`src/design/dfdc_pkg.sv`:
```
// ----------------------------------------------------------------------------
// dfdc_pkg: shared types and constants
// Field widths, parser phase codes, header layout and the result record of
// the datagram deframer and checksum checker.
// ----------------------------------------------------------------------------
`default_nettype none

package dfdc_pkg;

  localparam int BYTE_W  = 8;
  localparam int LIMIT_W = 11;
  localparam int INDEX_W = 10;
  localparam int SEQ_W   = 32;
  localparam int LEN_W   = 32;
  localparam int HCNT_W  = 4;
  localparam int PHASE_W = 3;

  localparam logic [LIMIT_W-1:0] MAX_PAYLOAD   = 11'd1024;
  localparam logic [LIMIT_W-1:0] MAX_PAYLOAD_RESET = 11'd1024;
  localparam logic [HCNT_W-1:0]  HDR_BYTES     = 4'd9;
  localparam logic [HCNT_W-1:0]  SEQ_END       = 4'd5;
  localparam logic [BYTE_W-1:0]  BYTE_MASK     = 8'hFF;

  localparam logic [PHASE_W-1:0] PH_HUNT    = 3'd0;
  localparam logic [PHASE_W-1:0] PH_HEADER  = 3'd1;
  localparam logic [PHASE_W-1:0] PH_PAYLOAD = 3'd2;
  localparam logic [PHASE_W-1:0] PH_CHECK   = 3'd3;

  typedef struct packed {
    logic [BYTE_W-1:0]  payload_byte;
    logic               payload_valid;
    logic [INDEX_W-1:0] payload_index;
    logic               frame_done;
    logic               frame_good;
    logic               length_error;
    logic [SEQ_W-1:0]   sequence_number;
    logic [BYTE_W-1:0]  start_code;
  } res_t;

  function automatic logic [BYTE_W-1:0] add_eac(input logic [BYTE_W-1:0] sum,
                                                input logic [BYTE_W-1:0] b);
    logic [BYTE_W:0] r;
    r = {1'b0, sum} + {1'b0, b};
    return r[BYTE_W-1:0] + {{(BYTE_W-1){1'b0}}, r[BYTE_W]};
  endfunction

endpackage

`default_nettype wire

```
`src/design/dfdc_parser.sv`:
```
// ----------------------------------------------------------------------------
// dfdc_parser: frame state and per-byte result
// Holds the parse phase, header fields, counters and running checksum, and
// forms the result for the byte on the input in the same cycle.
// ----------------------------------------------------------------------------
`default_nettype none

module dfdc_parser (
  input  wire logic                         clk,
  input  wire logic                         rst_n,
  input  wire logic                         in_fire,
  input  wire logic [dfdc_pkg::BYTE_W-1:0]  rx_byte,
  input  wire logic                         frame_start,
  input  wire logic                         cfg_we,
  input  wire logic [dfdc_pkg::LIMIT_W-1:0] cfg_data,
  output dfdc_pkg::res_t                    res
);

  logic [dfdc_pkg::PHASE_W-1:0] phase_r, phase_nxt;
  logic [dfdc_pkg::HCNT_W-1:0]  hcnt_r, hcnt_nxt;
  logic [dfdc_pkg::SEQ_W-1:0]   seq_r, seq_nxt;
  logic [dfdc_pkg::LEN_W-1:0]   len_r, len_nxt;
  logic [dfdc_pkg::LIMIT_W-1:0] pcnt_r, pcnt_nxt;
  logic [dfdc_pkg::BYTE_W-1:0]  sum_r, sum_nxt;
  logic [dfdc_pkg::BYTE_W-1:0]  start_r, start_nxt;
  logic [dfdc_pkg::LIMIT_W-1:0] max_payload_r;

  logic [dfdc_pkg::LIMIT_W-1:0] limit;
  logic [dfdc_pkg::HCNT_W-1:0]  hcnt_inc;
  logic [dfdc_pkg::LIMIT_W-1:0] pcnt_inc;

  assign limit    = (max_payload_r > dfdc_pkg::MAX_PAYLOAD) ? dfdc_pkg::MAX_PAYLOAD
                                                            : max_payload_r;
  assign hcnt_inc = hcnt_r + 4'd1;
  assign pcnt_inc = pcnt_r + 11'd1;

  always_comb begin
    phase_nxt = phase_r;
    hcnt_nxt  = hcnt_r;
    seq_nxt   = seq_r;
    len_nxt   = len_r;
    pcnt_nxt  = pcnt_r;
    sum_nxt   = sum_r;
    start_nxt = start_r;
    res       = '0;
    if (frame_start) begin
      start_nxt = rx_byte;
      sum_nxt   = rx_byte;
      hcnt_nxt  = 4'd1;
      seq_nxt   = '0;
      len_nxt   = '0;
      pcnt_nxt  = '0;
      phase_nxt = dfdc_pkg::PH_HEADER;
    end else begin
      unique case (phase_r)
        dfdc_pkg::PH_HEADER: begin
          sum_nxt = dfdc_pkg::add_eac(sum_r, rx_byte);
          if (hcnt_r < dfdc_pkg::SEQ_END) begin
            seq_nxt = {seq_r[dfdc_pkg::SEQ_W-dfdc_pkg::BYTE_W-1:0], rx_byte};
          end else begin
            len_nxt = {len_r[dfdc_pkg::LEN_W-dfdc_pkg::BYTE_W-1:0], rx_byte};
          end
          hcnt_nxt = hcnt_inc;
          if (hcnt_inc >= dfdc_pkg::HDR_BYTES) begin
            if (len_nxt > {{(dfdc_pkg::LEN_W-dfdc_pkg::LIMIT_W){1'b0}}, limit}) begin
              res.length_error = 1'b1;
              phase_nxt        = dfdc_pkg::PH_HUNT;
            end else if (len_nxt == '0) begin
              phase_nxt = dfdc_pkg::PH_CHECK;
            end else begin
              pcnt_nxt  = '0;
              phase_nxt = dfdc_pkg::PH_PAYLOAD;
            end
          end
        end
        dfdc_pkg::PH_PAYLOAD: begin
          sum_nxt           = dfdc_pkg::add_eac(sum_r, rx_byte);
          res.payload_byte  = rx_byte;
          res.payload_valid = 1'b1;
          res.payload_index = pcnt_r[dfdc_pkg::INDEX_W-1:0];
          pcnt_nxt          = pcnt_inc;
          if ({{(dfdc_pkg::LEN_W-dfdc_pkg::LIMIT_W){1'b0}}, pcnt_inc} >= len_r) begin
            phase_nxt = dfdc_pkg::PH_CHECK;
          end
        end
        dfdc_pkg::PH_CHECK: begin
          res.frame_done      = 1'b1;
          res.frame_good      = ((~sum_r) & dfdc_pkg::BYTE_MASK) == rx_byte;
          res.sequence_number = seq_r;
          res.start_code      = start_r;
          phase_nxt           = dfdc_pkg::PH_HUNT;
        end
        default: begin
          phase_nxt = dfdc_pkg::PH_HUNT;
        end
      endcase
    end
  end

  always_ff @(posedge clk) begin
    if (!rst_n) begin
      phase_r       <= dfdc_pkg::PH_HUNT;
      hcnt_r        <= '0;
      seq_r         <= '0;
      len_r         <= '0;
      pcnt_r        <= '0;
      sum_r         <= '0;
      start_r       <= '0;
      max_payload_r <= dfdc_pkg::MAX_PAYLOAD_RESET;
    end else begin
      if (in_fire) begin
        phase_r <= phase_nxt;
        hcnt_r  <= hcnt_nxt;
        seq_r   <= seq_nxt;
        len_r   <= len_nxt;
        pcnt_r  <= pcnt_nxt;
        sum_r   <= sum_nxt;
        start_r <= start_nxt;
      end
      if (cfg_we) begin
        max_payload_r <= cfg_data;
      end
    end
  end

endmodule

`default_nettype wire

```
`config.mk`:
```
export PLATFORM = sky130hd
export DESIGN_NAME = dfdc_parser
export DESIGN_NICKNAME = d
export VERILOG_FILES = /design/src/design/dfdc_pkg.sv /design/src/design/dfdc_parser.sv
export SDC_FILE = /design/constraint.sdc
export NUM_CORES = 1
export LEC_CHECK = 0
export ABC_AREA = 1
export BUFFER_PORTS_ARGS = -buffer_cell sky130_fd_sc_hd__buf_2
export CORE_MARGIN = 2
export CORE_UTILIZATION = 54
export CTS_CLUSTER_SIZE = 12
export DETAILED_ROUTE_END_ITERATION = 12
export GPL_ROUTABILITY_DRIVEN = 0
export PLACE_DENSITY = 0.75
export SYNTH_ARGS = -nofsm -noshare
export SYNTH_HDL_FRONTEND = slang
export SYNTH_SLANG_ARGS = --single-unit
```
`constraint.sdc`:
```
create_clock -name clk -period 3.1 [get_ports clk]
set_input_delay 0.465 -clock clk [delete_from_list [all_inputs] [get_ports clk]]
set_output_delay 0.465 -clock clk [all_outputs]
set_load 0.02 [all_outputs]
```
==> metrics.cfg <==
[outcome]
status = complete, but fails checks
violations = negative setup slack

[power]
power_leakage_nw = 3.96
peakVddDrop_uv = 303
p_int_w = 0.00231
combPwrFrac_pct = 18.5
power.switching_w = 0.000996
clkPwrFrac_pct = 36.9
seqPwrFrac_pct = 44.6
power_density_mw_per_mm2 = 395
p_sw_share_pct = 30.1

[floorplan]
rows = 41
die_width_um = 116
core_mm2 = 0.0125
ios = 86
die_area_mm2 = 0.0135
start_util_pct = 54.6
die_h_um = 116

[run]
cap_violations = 0

[setup_path]
crit_fanout = 6
cp-start-kind = flip-flop
arrival_ns = 2.80
critPathKind = reg -> out
cp-end-kind = output port
ff2ff_path_depth = 25
critPathRequiredTime_ns = 2.63

[global_routing]
grt_usage_pct = 29.3
antenna_found_initial = 0
grt_pass1_wl_um = 31500
overflow = 0
grt_max_degree = 46
grt_pass1_vias = 6579

[finish]
final_net_count = 1279
diodes = 0
fin_area_mm2 = 0.00838
fin_cells = 1392
areaGrowthSynthToFinish_pct = 23.1
ff_latch_area_mm2 = 0.00217
multiInputGateArea_mm2 = 0.00433
filler_cell_count = 1110
post_route_cells_drive_above_1_share_pct = 19.0

[sta]
fin_crit_sh_pct = 105
tightest_slew_ns = 0.498
slew_viol_final = 0
worst_slack_ns = -0.165
setup_viol = 1
holdWs_ns = 0.319
skew_ns = 0.0130
hold_viol_final = 0
min_period_ns = 3.26
slew_headroom_pct = 66.5
max_freq_mhz = 306
finalSetupTns_ns = -0.165
rsz0062_at_grt = yes

[detailed_routing]
final_antenna_net_count = 0
via_per_inst = 5.32
wirelength_um = 20100
drtIter0Drc = 672
vias = 7406
drtPass1Iterations = 5
drt-wirelength-per-cell_um = 14.5
remaining_drc_errors = 0

[placement]
dpl_cell_area_mm2 = 0.00743
dp_cells = 1340
port_buffers = 85
dpl.hpwl_um = 13100

[yosys]
synth-edff-count = 0
synthesis.nets = 1174
synth_flop_cell = dfxtp_1
async_reset_ff_share_pct = 0
ys_warn_count = 0
synth.avg_cell_area_um2 = 6.13
syn_inst = 1110
syn-cell-area_mm2 = 0.00681
synth_seq_cells = 108
synth_cell_types = 38
yosysSeqAreaShare_pct = 31.8

[hold_path]
hp-class = in -> reg
whs_path_depth = 3

[cts]
cts.clk_slew.worst_paths_ns = 0.07
max-clock-path-buffers = 2
cts.sinks = 108
ctsHoldBuffers = 0
root_buffer = clkbuf_16
clk_latency_ns = 0.37
htree_levels = 3
cts_buffers = 9
cts_tree = built

-- per-layer routing --
metal / global-route usage (%) / part of all wire (%) / vias to the layer above
li1: - / - / 3724
met5: 0 / 0 / -
met2: 46.2 / 45 / 269
met3: 6.12 / 6.6 / 53
met1: 39.5 / 45 / 3360
met4: 11.2 / 3.4 / 0
-- placed cells by master, fill, tap and decap left out, drive strengths merged, types with 4 or more instances in the layout --
cell	instances
nand2	353
nor2	160
buf	144
inv	117
dfxtp	108
a21oi	97
nand3	68
o21ai	64
ha	39
xor2	12
clkbuf	10
nand4	6
nor4	6
clkinv	4
-- registers in the layout, indices dropped and copies added, names as in the netlist --
signal and flops:
pcnt_r 11, max_payload_r 11, start_r 8, phase_r 2, sum_r 8, hcnt_r 4, seq_r 32, len_r 32
-- area by class of cell --
class,count,area share [%]
multi-input cells,833,51.7
repair buffers,144,10.7
flip-flops and latches,108,25.9
well taps,172,2.57
inverters,119,5.36
clock buffers,10,2.85
clock inverters,6,0.836
-- stage by stage --
stage,util [%],total power [W],setup slack [ns]
global placement,59.6,0.00203,0.0496
finish,67.2,0.00331,-0.165
floorplan,-,0.00189,0.187
global route,67.2,0.00345,-0.293
detailed placement,59.6,0.00204,-0.00513
CTS,64.9,0.00326,0.000496
-- cell usage after synthesis, types with 2 or more instances --
library cell    n  share of area (%)
a21oi_1        97                7.1
buf_1           5               0.28
nand2_2         3               0.28
ha_1           39                7.2
o21ai_1         4               0.29
nor3b_1         2               0.22
dfxtp_1       108                 32
nand4_1         6               0.55
o211ai_1        3               0.33
clkbuf_1       36                2.0
nor3_1          3               0.22
buf_6           4               0.66
buf_2           7               0.51
nand3b_1        3               0.33
a31oi_1         3               0.28
xor2_1         12                1.5
nand3_1        68                5.0
buf_4           2               0.22
o21a_1          2               0.22
nand2_1       346                 19
inv_2           2               0.11
inv_1         113                6.2
nor2_1        159                8.8
clkinv_1        4               0.22
o21ai_0        60                4.4
xnor2_1         2               0.26
nor4_1          6               0.55
-- power groups by stage --
stage	Combinational [W]	Clock, W	Sequential, W
2_1_floorplan	0.000398	0	0.00149
3_3_place_gp	0.000530	0	0.00150
3_5_place_dp	0.000538	0	0.00150
4_1_cts	0.000559	0.00123	0.00147
5_1_grt	0.000689	0.00128	0.00148
6_report	0.000611	0.00122	0.00147
-- worst max-delay path, cell delays in order, from the launching register on --
cell and delay (ns):
dfxtp_2 0.34, inv_2 0.05, ha_4 0.16, inv_4 0.08, nand2_8 0.09, nand2_8 0.12
nand2_4 0.06, o21ai_2 0.07, inv_2 0.07, ha_4 0.27, nand2_2 0.06, nand2_2 0.08
nand2_2 0.08, nand2_1 0.09, nand2_1 0.06, nand2_1 0.06, nand3_1 0.07, nand2_1 0.09
nand2_2 0.09, nand2_2 0.11, nand2_4 0.07, nor2_4 0.13, buf_6 0.13
-- timing repair --
action                     4_1_cts  5_1_grt
pin swaps                       15       17
gates resized for setup         52       42
cloned                           3        1
setup endpoints to repair        1       11
setup buffers                   19       13
-- logic make-up after synthesis --
logic type	after synthesis	share of synthesized area, %
XOR/XNOR	14	1.80
AO/OA/AOI/OAI	175	13.3
buffers and inverters	173	10.2
flip-flops	108	31.8
adder cells (fa/ha/maj)	40	7.46
AND/OR/NAND/NOR	600	35.4
-- final timing paths --
kind,endpoint,slack [ns],startpoint
setup reg to reg,pcnt_r[8],0.10,hcnt_r[1]
setup / recovery,res[40],-0.16,hcnt_r[1]
hold / removal,max_payload_r[4],0.32,cfg_data[4]
hold reg to reg,seq_r[27],0.46,seq_r[27]
Power figures use the tool's default switching activity.
